==> src/rtl/hdlc_pkg.sv <==
package hdlc_pkg;

    // Request kinds
    localparam logic [2:0] KIND_TX_WRITE   = 3'd0;
    localparam logic [2:0] KIND_TX_TICK    = 3'd1;
    localparam logic [2:0] KIND_RX_TICK    = 3'd2;
    localparam logic [2:0] KIND_RD_DATA    = 3'd3;
    localparam logic [2:0] KIND_RD_STATUS  = 3'd4;

    // Configuration register indexes
    localparam int          CFG_IDX_W       = 1;
    localparam logic        REG_TX_ENABLE   = 1'b0;
    localparam logic        REG_RX_ENABLE   = 1'b1;

    // Line patterns and limits
    localparam logic [7:0]  FLAG_PATTERN    = 8'h7E;
    localparam logic [7:0]  GO_AHEAD        = 8'h7F;
    localparam logic [2:0]  STUFF_LIMIT     = 3'd5;
    localparam logic [3:0]  TX_BYTE_BITS    = 4'd8;
    localparam int          RX_CNT_W        = 4;
    localparam int          CHAR_BITS_DEF   = 8;

    // Receive status bit positions
    localparam int          ST_EOM          = 0;
    localparam int          ST_ABORT        = 1;

    typedef struct packed {
        logic [2:0] kind;
        logic [7:0] data_byte;
        logic       rx_bit;
    } in_t;

    typedef struct packed {
        logic       tx_serial_out;
        logic       tx_buffer_empty;
        logic       tx_active;
        logic       rx_data_available;
        logic       rx_status_available;
        logic       flag_found;
        logic       rx_active;
        logic [7:0] read_data;
    } out_t;

    // Transmitter view after a request
    typedef struct packed {
        logic line;
        logic hold_empty;
    } tx_stat_t;

    // Receiver view after a request
    typedef struct packed {
        logic data_avail;
        logic status_avail;
        logic flag_found;
        logic active;
    } rx_stat_t;

endpackage

==> src/rtl/hdlc_tx.sv <==
module hdlc_tx (
    input  logic              clk,
    input  logic              rst_n,
    input  logic              step,
    input  hdlc_pkg::in_t     item,
    input  logic              tx_enable,
    output hdlc_pkg::tx_stat_t stat_next
);

    logic [7:0] hold_reg,     hold_next;
    logic       hempty_reg,   hempty_next;
    logic [7:0] shift_reg,    shift_next;
    logic [3:0] bleft_reg,    bleft_next;
    logic [2:0] ones_reg,     ones_next;
    logic       stuff_reg,    stuff_next;
    logic       line_reg,     line_next;

    logic [7:0] sh0;
    logic [7:0] hold0;
    logic [3:0] bl0;
    logic [2:0] or0;
    logic [2:0] run;
    logic       st0;
    logic       he0;
    logic       load;
    logic       txb;

    // Next-state logic for one request
    always_comb
    begin
        hold_next   = hold_reg;
        hempty_next = hempty_reg;
        shift_next  = shift_reg;
        bleft_next  = bleft_reg;
        ones_next   = ones_reg;
        stuff_next  = stuff_reg;
        line_next   = line_reg;

        load  = (bleft_reg == 4'd0) && !hempty_reg;
        sh0   = load ? hold_reg : shift_reg;
        hold0 = load ? 8'd0 : hold_reg;
        bl0   = load ? hdlc_pkg::TX_BYTE_BITS : bleft_reg;
        or0   = load ? 3'd0 : ones_reg;
        st0   = load ? 1'b1 : stuff_reg;
        he0   = load ? 1'b1 : hempty_reg;
        txb   = sh0[0];
        run   = st0 ? (txb ? 3'(or0 + 3'd1) : 3'd0) : or0;

        if (step && item.kind == hdlc_pkg::KIND_TX_WRITE)
        begin
            hold_next   = item.data_byte;
            hempty_next = 1'b0;
        end
        else if (step && item.kind == hdlc_pkg::KIND_TX_TICK && tx_enable)
        begin
            hold_next   = hold0;
            hempty_next = he0;
            shift_next  = sh0;
            bleft_next  = bl0;
            ones_next   = or0;
            stuff_next  = st0;
            if (bl0 == 4'd0)
            begin
                // nothing to send: idle mark
                line_next = 1'b1;
            end
            else if (or0 == hdlc_pkg::STUFF_LIMIT)
            begin
                // stuffed zero, pending bit stays put
                ones_next = 3'd0;
                line_next = 1'b0;
            end
            else
            begin
                ones_next  = run;
                line_next  = txb;
                shift_next = {1'b0, sh0[7:1]};
                bleft_next = bl0 - 4'd1;
                if (bl0 == 4'd1)
                begin
                    shift_next = 8'd0;
                    if (!st0)
                    begin
                        hempty_next = 1'b1;
                    end
                end
            end
        end
    end

    always_ff @(posedge clk or negedge rst_n)
    begin
        if (!rst_n)
        begin
            hold_reg   <= 8'd0;
            hempty_reg <= 1'b1;
            shift_reg  <= 8'd0;
            bleft_reg  <= 4'd0;
            ones_reg   <= 3'd0;
            stuff_reg  <= 1'b0;
            line_reg   <= 1'b1;
        end
        else
        begin
            hold_reg   <= hold_next;
            hempty_reg <= hempty_next;
            shift_reg  <= shift_next;
            bleft_reg  <= bleft_next;
            ones_reg   <= ones_next;
            stuff_reg  <= stuff_next;
            line_reg   <= line_next;
        end
    end

    assign stat_next.line       = line_next;
    assign stat_next.hold_empty = hempty_next;

    // Ones run never passes the stuffing limit
    a_ones_limit: assert property (@(posedge clk) disable iff (!rst_n)
        ones_reg <= hdlc_pkg::STUFF_LIMIT)
        else $error("ones run beyond stuffing limit");

    // A byte in flight was loaded, so stuffing is on
    a_busy_stuff: assert property (@(posedge clk) disable iff (!rst_n)
        (bleft_reg != 4'd0) |-> (stuff_reg && bleft_reg <= hdlc_pkg::TX_BYTE_BITS))
        else $error("byte in flight without stuffing");

endmodule

==> src/rtl/hdlc_rx.sv <==
module hdlc_rx #(
    parameter int CHAR_BITS = hdlc_pkg::CHAR_BITS_DEF
) (
    input  logic               clk,
    input  logic               rst_n,
    input  logic               step,
    input  hdlc_pkg::in_t      item,
    input  logic               rx_enable,
    input  logic               clear,
    output hdlc_pkg::rx_stat_t stat_next,
    output logic [7:0]         char_data,
    output logic [1:0]         status_data
);

    localparam logic [hdlc_pkg::RX_CNT_W-1:0] CHAR_CNT = hdlc_pkg::RX_CNT_W'(CHAR_BITS);
    localparam logic [hdlc_pkg::RX_CNT_W-1:0] CNT_ONE  = hdlc_pkg::RX_CNT_W'(1);

    logic [7:0]                  win_reg,    win_next;
    logic [hdlc_pkg::RX_CNT_W-1:0] cnt_reg,  cnt_next;
    logic                        flag_reg,   flag_next;
    logic [CHAR_BITS-1:0]        char_reg,   char_next;
    logic                        davail_reg, davail_next;
    logic                        savail_reg, savail_next;
    logic                        active_reg, active_next;
    logic [1:0]                  stbits_reg, stbits_next;

    logic [7:0]                  win_sh;
    logic [hdlc_pkg::RX_CNT_W-1:0] cnt_inc;
    logic [hdlc_pkg::RX_CNT_W-1:0] cnt_a;
    logic                        is_flag;
    logic                        is_ga;
    logic                        flag_a;

    // Next-state logic for one request
    always_comb
    begin
        win_next    = win_reg;
        cnt_next    = cnt_reg;
        flag_next   = flag_reg;
        char_next   = char_reg;
        davail_next = davail_reg;
        savail_next = savail_reg;
        active_next = active_reg;
        stbits_next = stbits_reg;

        win_sh  = {win_reg[6:0], item.rx_bit};
        cnt_inc = cnt_reg + CNT_ONE;
        is_flag = (win_sh == hdlc_pkg::FLAG_PATTERN);
        is_ga   = (win_sh == hdlc_pkg::GO_AHEAD);
        cnt_a   = (is_flag || is_ga) ? '0 : cnt_inc;
        flag_a  = flag_reg || is_flag;

        if (step && item.kind == hdlc_pkg::KIND_RX_TICK && rx_enable)
        begin
            win_next  = win_sh;
            cnt_next  = cnt_a;
            flag_next = flag_a;
            // end of message: flag closes a full character
            if (is_flag && cnt_inc >= CHAR_CNT)
            begin
                stbits_next[hdlc_pkg::ST_EOM] = 1'b1;
                savail_next = 1'b1;
            end
            if (is_ga)
            begin
                stbits_next[hdlc_pkg::ST_ABORT] = 1'b1;
                savail_next = 1'b1;
            end
            // character boundary
            if (cnt_a >= CHAR_CNT)
            begin
                if (flag_a)
                begin
                    char_next   = win_sh[CHAR_BITS-1:0];
                    davail_next = 1'b1;
                    active_next = 1'b1;
                end
                cnt_next = '0;
                win_next = 8'd0;
            end
        end
        else if (step && item.kind == hdlc_pkg::KIND_RD_DATA)
        begin
            davail_next = 1'b0;
        end
        else if (step && item.kind == hdlc_pkg::KIND_RD_STATUS)
        begin
            stbits_next = 2'd0;
            savail_next = 1'b0;
        end
        else if (clear)
        begin
            davail_next = 1'b0;
            savail_next = 1'b0;
            active_next = 1'b0;
            stbits_next = 2'd0;
        end
    end

    always_ff @(posedge clk or negedge rst_n)
    begin
        if (!rst_n)
        begin
            win_reg    <= 8'd0;
            cnt_reg    <= '0;
            flag_reg   <= 1'b0;
            char_reg   <= '0;
            davail_reg <= 1'b0;
            savail_reg <= 1'b0;
            active_reg <= 1'b0;
            stbits_reg <= 2'd0;
        end
        else
        begin
            win_reg    <= win_next;
            cnt_reg    <= cnt_next;
            flag_reg   <= flag_next;
            char_reg   <= char_next;
            davail_reg <= davail_next;
            savail_reg <= savail_next;
            active_reg <= active_next;
            stbits_reg <= stbits_next;
        end
    end

    assign stat_next.data_avail   = davail_next;
    assign stat_next.status_avail = savail_next;
    assign stat_next.flag_found   = flag_next;
    assign stat_next.active       = active_next;
    assign char_data              = 8'(char_reg);
    assign status_data            = stbits_reg;

    // Bit count wraps at the character length
    a_cnt_range: assert property (@(posedge clk) disable iff (!rst_n)
        cnt_reg < CHAR_CNT)
        else $error("receive bit count past character length");

    // Any set status bit always has pending status behind it
    a_status_bits: assert property (@(posedge clk) disable iff (!rst_n)
        (stbits_reg != 2'd0) |-> savail_reg)
        else $error("status bits set without status available");

endmodule

==> src/rtl/hdlc_bit_serial_engine_core.sv <==
// Channel  | Signals                          | Direction | Moves
// ---------+----------------------------------+-----------+-----------------------------
// in       | in_valid, in_ready, in_item      | input     | one request (kind, byte, bit)
// out      | out_valid, out_ready, out_item   | output    | one result per request
// cfg      | cfg_valid, cfg_ready, cfg_index, | input     | enable register write
//          | cfg_data                         |           |
//
// One request per cycle sustained while out_ready stays high; out_valid rises once a request
// has passed through the input register into the result register. The transmitter and receiver
// update as a request moves from the input register into the result register.
// A waiting result still lets one request into the input register; a second holds in_ready low.
// cfg_ready is always high; writes are registered, so a request advancing with the write sees the old setting.
// Reset: asynchronous, active low, no clearing pass.
module hdlc_bit_serial_engine_core #(
    parameter int CHAR_BITS = hdlc_pkg::CHAR_BITS_DEF
) (
    input  logic                           clk,
    input  logic                           rst_n,
    input  logic                           in_valid,
    output logic                           in_ready,
    input  hdlc_pkg::in_t                  in_item,
    output logic                           out_valid,
    input  logic                           out_ready,
    output hdlc_pkg::out_t                 out_item,
    input  logic                           cfg_valid,
    output logic                           cfg_ready,
    input  logic [hdlc_pkg::CFG_IDX_W-1:0] cfg_index,
    input  logic                           cfg_data
);

    logic               stage_valid_reg, stage_valid_next;
    hdlc_pkg::in_t      stage_item_reg;
    logic               out_valid_reg,   out_valid_next;
    hdlc_pkg::out_t     out_item_reg,    out_item_next;
    logic               tx_en_reg,       tx_en_next;
    logic               rx_en_reg,       rx_en_next;

    logic               advance;
    logic               cfg_fire;
    logic               rx_clear;
    hdlc_pkg::tx_stat_t tx_stat;
    hdlc_pkg::rx_stat_t rx_stat;
    logic [7:0]         char_data;
    logic [1:0]         status_data;

    // Handshake control
    assign advance   = stage_valid_reg && (!out_valid_reg || out_ready);
    assign in_ready  = !stage_valid_reg || advance;
    assign cfg_ready = 1'b1;
    assign cfg_fire  = cfg_valid && cfg_ready;
    assign rx_clear  = cfg_fire && cfg_index == hdlc_pkg::REG_RX_ENABLE
                       && rx_en_reg && !cfg_data;

    // Enable registers
    always_comb
    begin
        tx_en_next = tx_en_reg;
        rx_en_next = rx_en_reg;
        if (cfg_fire)
        begin
            unique case (cfg_index)
                hdlc_pkg::REG_TX_ENABLE: tx_en_next = cfg_data;
                hdlc_pkg::REG_RX_ENABLE: rx_en_next = cfg_data;
                default: ;
            endcase
        end
    end

    hdlc_tx u_tx (
        .clk       (clk),
        .rst_n     (rst_n),
        .step      (advance),
        .item      (stage_item_reg),
        .tx_enable (tx_en_reg),
        .stat_next (tx_stat)
    );

    hdlc_rx #(
        .CHAR_BITS (CHAR_BITS)
    ) u_rx (
        .clk         (clk),
        .rst_n       (rst_n),
        .step        (advance),
        .item        (stage_item_reg),
        .rx_enable   (rx_en_reg),
        .clear       (rx_clear),
        .stat_next   (rx_stat),
        .char_data   (char_data),
        .status_data (status_data)
    );

    // Result assembly
    always_comb
    begin
        out_item_next                     = out_item_reg;
        out_valid_next                    = out_valid_reg && !out_ready;
        stage_valid_next                  = stage_valid_reg && !advance;
        if (in_valid && in_ready)
        begin
            stage_valid_next = 1'b1;
        end
        if (advance)
        begin
            out_valid_next                    = 1'b1;
            out_item_next.tx_serial_out       = tx_stat.line;
            out_item_next.tx_buffer_empty     = tx_stat.hold_empty;
            out_item_next.tx_active           = tx_en_reg;
            out_item_next.rx_data_available   = rx_stat.data_avail;
            out_item_next.rx_status_available = rx_stat.status_avail;
            out_item_next.flag_found          = rx_stat.flag_found;
            out_item_next.rx_active           = rx_stat.active;
            case (stage_item_reg.kind)
                hdlc_pkg::KIND_RD_DATA:   out_item_next.read_data = char_data;
                hdlc_pkg::KIND_RD_STATUS: out_item_next.read_data = {6'd0, status_data};
                default:                  out_item_next.read_data = 8'd0;
            endcase
        end
    end

    // Control registers
    always_ff @(posedge clk or negedge rst_n)
    begin
        if (!rst_n)
        begin
            stage_valid_reg <= 1'b0;
            out_valid_reg   <= 1'b0;
            tx_en_reg       <= 1'b0;
            rx_en_reg       <= 1'b0;
        end
        else
        begin
            stage_valid_reg <= stage_valid_next;
            out_valid_reg   <= out_valid_next;
            tx_en_reg       <= tx_en_next;
            rx_en_reg       <= rx_en_next;
        end
    end

    // Payload registers
    always_ff @(posedge clk)
    begin
        if (in_valid && in_ready)
        begin
            stage_item_reg <= in_item;
        end
        out_item_reg <= out_item_next;
    end

    assign out_valid = out_valid_reg;
    assign out_item  = out_item_reg;

    // A request leaving the input register always lands in the result register
    a_advance_lands: assert property (@(posedge clk) disable iff (!rst_n)
        advance |=> out_valid_reg)
        else $error("processed request produced no result");

    // A stalled result is neither dropped nor replaced
    a_stall_holds: assert property (@(posedge clk) disable iff (!rst_n)
        (out_valid_reg && !out_ready) |=> (out_valid_reg && $stable(out_item_reg)))
        else $error("stalled result changed");

    // No request advances into a full, stalled result register
    a_no_overrun: assert property (@(posedge clk) disable iff (!rst_n)
        (out_valid_reg && !out_ready) |-> !advance)
        else $error("result register overrun");

endmodule

==> config.mk <==
export PLATFORM = sky130hd
export DESIGN_NAME = hdlc_bit_serial_engine_core
export DESIGN_NICKNAME = d
export VERILOG_FILES = /design/src/rtl/hdlc_pkg.sv /design/src/rtl/hdlc_tx.sv /design/src/rtl/hdlc_rx.sv /design/src/rtl/hdlc_bit_serial_engine_core.sv
export SDC_FILE = /design/constraint.sdc
export NUM_CORES = 1
export LEC_CHECK = 0
export ABC_CLOCK_PERIOD_IN_PS = 3400
export BUFFER_PORTS_ARGS = -buffer_cell sky130_fd_sc_hd__buf_4
export CAP_MARGIN = 20
export CORE_ASPECT_RATIO = 1.2
export CORE_MARGIN = 4
export CORE_UTILIZATION = 30
export CTS_CLUSTER_DIAMETER = 40
export CTS_CLUSTER_SIZE = 25
export DETAILED_ROUTE_END_ITERATION = 16
export RECOVER_POWER = 25
export SETUP_SLACK_MARGIN = 0.15
export SLEW_MARGIN = 15
export SYNTH_ARGS = -nofsm -noshare
export SYNTH_HDL_FRONTEND = slang
export SYNTH_SLANG_ARGS = --single-unit
==> constraint.sdc <==
create_clock -name clk -period 3.4 [get_ports clk]
set_clock_uncertainty 0.05 [all_clocks]
set_input_delay 0.34 -clock clk [delete_from_list [all_inputs] [get_ports clk]]
set_output_delay 0.34 -clock clk [all_outputs]
set_load 0.01 [all_outputs]
==> results.py <==
metrics = {
    "run": {
        "maxCapViolations": 0,
    },
    "logic_synthesis": {
        "synth_area_per_cell_um2": 12.5,
        "synthArstFlopShare_pct": 67.1,
        "ys.flop_type": "dfrtp_1",
        "synth_edf_count": 27,
        "synth_nets": 317,
        "syn_area_mm2": 0.00367,
        "ys_ff_latch": 82,
        "syn_inst": 293,
        "ys_types": 56,
        "ys_seq_area_share_pct": 59.7,
        "ys_top_cells_by_area": "dfrtp_1 (36%), edfxtp_1 (22%), a22o_1 (4.1%), mux2_2 (3.4%), mux2i_1 (2.5%)",
        "synth_top_area_share_pct": 36.2,
        "synth_largest_area_cell": "dfrtp_1",
        "synth_warnings": 0,
    },
    "sta": {
        "fin_tns_setup_ns": 0,
        "period_needed_ns": 2.79,
        "maxSlewViolCount": 0,
        "finalHoldViolCount": 0,
        "rsz0062_at_grt": "false",
        "worstMarginPinSlew_ns": 1.36,
        "hold_ws_ns": 0.153,
        "fmax_mhz": 358,
        "maxSlewHeadroom_pct": 9.09,
        "setup_viol": 0,
        "period_share_pct": 82.1,
    },
    "clock_network": {
        "ctsHoldBuffers": 0,
        "clock-sinks": 82,
        "cts.clk_slew.worst_paths_ns": 0.06,
        "insertion_delay_ns": 0.33,
        "numCtsBuffers": 9,
        "cts-root-buf": "clkbuf_16",
        "post_cts_resized": 0,
        "post_cts_buffers": 0,
        "tritoncts": "built",
        "htreeDepth": 3,
        "clock_path_buffers": 2,
    },
    "setup_path": {
        "crit_required_ns": 3.61,
        "arrival_ns": 3.00,
        "cp_max_fo": 9,
        "cp_cell_sequence": "inv_1 -> ha_1 -> or4b_1 -> nand2_1 -> ha_1 -> nand2_1 -> o21bai_1 -> a21oi_1 -> a21oi_1",
        "crit_path_start_kind": "register",
        "critical_path_class": "reg -> reg",
        "cp_slowest_cell": "or4b_1",
        "cp-end-kind": "register",
        "critPathTopFamily": "simple AND/OR/NAND/NOR gates",
        "worst-path-buf-inv": 1,
        "slowest_delay_ns": 0.61,
    },
    "layout": {
        "largest_reg_flops": 15,
        "drive_gt1_share_pct": 21.8,
        "final_cell_mix": "dfrtp_1 (53), edfxtp_1 (27), buf_4 (25), nand2_1 (20), a22o_1 (17)",
        "fillers": 1181,
        "final_common_cell": "dfrtp_1",
        "area_growth_syn_to_layout_pct": 19.5,
        "fin_nets": 354,
        "diodes": 0,
    },
    "placement": {
        "hpwl_um": 4800,
        "port_buffers": 35,
        "routabilityCongestion": 0.846,
    },
    "detailed_routing": {
        "wire_per_inst_um": 14.1,
        "drcViolationCount": 0,
        "viasPerCell": 4.79,
        "routed_wl_um": 6980,
        "vias": 2375,
        "detail-route-antenna-nets": 0,
        "dr.pass1.iters": 4,
        "drt_iter0_markers": 113,
    },
    "die": {
        "rows": 44,
        "core_mm2": 0.0121,
        "die_h_um": 129,
        "start_util_pct": 30.4,
        "die-area_mm2": 0.0141,
        "die_w_um": 109,
        "ios": 37,
    },
    "grt": {
        "antenna_found_initial": 0,
        "grt_overflow": 0,
        "grt_pass1_vias": 2390,
        "grt_pass1_wl_um": 11800,
        "track_usage_pct": 10.8,
        "grt_max_degree": 56,
    },
    "pwr": {
        "powerDensity_mw_per_mm2": 611,
        "power.leakage_nw": 1.84,
        "max-vdd-ir-drop_uv": 316,
    },
    "min_path": {
        "hold_class": "in -> reg",
    },
    "outcome": {
        "status": "finished clean",
    },
}
[where the power goes]
| part | leakage [nW] | internal [mW] | switching, mW | total (mW) |
|---|---|---|---|---|
| sequential | 0.970 | 1.16 | 0.100 | 1.26 |
| clock | 0.141 | 0.578 | 0.398 | 0.975 |
| combinational | 0.724 | 0.212 | 0.233 | 0.445 |
| total | 1.84 | 1.95 | 0.731 | 2.68 |
[final timing paths]
| kind | startpoint | end | slack [ns] | cells past startpoint |
|---|---|---|---|---|
| max | u_tx.bleft_reg[0]$_DFFE_PN0P_ | u_tx.shift_reg[6]$_DFFE_PN0P_ | 0.61 | 9 |
| min | in_valid | stage_valid_reg$_DFF_PN0_ | 0.15 | 2 |
| max reg2reg | u_tx.bleft_reg[0]$_DFFE_PN0P_ | u_tx.shift_reg[6]$_DFFE_PN0P_ | 0.61 | 9 |
| min reg2reg | stage_item_reg[8]$_DFFE_PP_ | u_tx.hold_reg[7]$_DFFE_PN0P_ | 0.42 | 1 |
| max in group asynchronous | rst_n | u_tx.bleft_reg[3]$_DFFE_PN0P_ | 2.22 | 1 |
| min in group asynchronous | rst_n | u_tx.hold_reg[1]$_DFFE_PN0P_ | 0.27 | 1 |
[layout make-up]
| cell class | instances | area [µm²] | area share [%] |
|---|---|---|---|
| Sequential cell | 82 | 2190 | 49.9 |
| Multi-Input combinational cell | 183 | 1350 | 30.7 |
| Timing Repair Buffer | 38 | 283 | 6.45 |
| Clock buffer | 10 | 229 | 5.22 |
| Tap cell | 161 | 201 | 4.59 |
| Clock inverter | 6 | 73.8 | 1.68 |
| Inverter | 16 | 60.1 | 1.37 |
[stage by stage]
stage	utilization (%)	cell area, µm²	cells	power (mW)	worst slack, ns
2_1_floorplan	-	3670	293	1.58	0.903
3_3_place_gp	33.9	4080	480	1.71	0.725
3_5_place_dp	33.9	4080	480	1.72	0.627
4_1_cts	36.4	4390	496	2.71	0.604
5_1_grt	36.4	4380	496	2.83	0.333
6_report	36.4	4380	496	2.68	0.609
[synth_stat cells, drive strengths merged, types with 9 or more instances]
master   n
dfrtp   53
buf     10
mux2    14
a21oi   13
a22o    17
and2     9
mux2i    9
nand2   20
edfxtp  27
inv     16
nand3   11
[logic make-up after synthesis]
kind of cell | after synthesis | share of synthesized area (%)
multiplexers | 23 | 6.75
AND/OR/NAND/NOR | 86 | 14.9
adder cells (fa/ha/maj) | 5 | 1.71
XOR/XNOR | 3 | 0.716
buffers and inverters | 28 | 3.58
other | 1 | 0.102
flip-flops | 82 | 59.7
AO/OA/AOI/OAI | 65 | 12.6
[per-layer routing]
| metal | GRT usage [%] | share of wire, % | vias to the layer above |
|---|---|---|---|
| met4 | 6.09 | 2.7 | 0 |
| met5 | 0 | 0 | - |
| met1 | 14.6 | 47 | 1155 |
| met3 | 1.74 | 3.3 | 14 |
| li1 | - | - | 1155 |
| met2 | 16.3 | 47 | 51 |
Note: power is estimated with default switching activity, not from simulation.
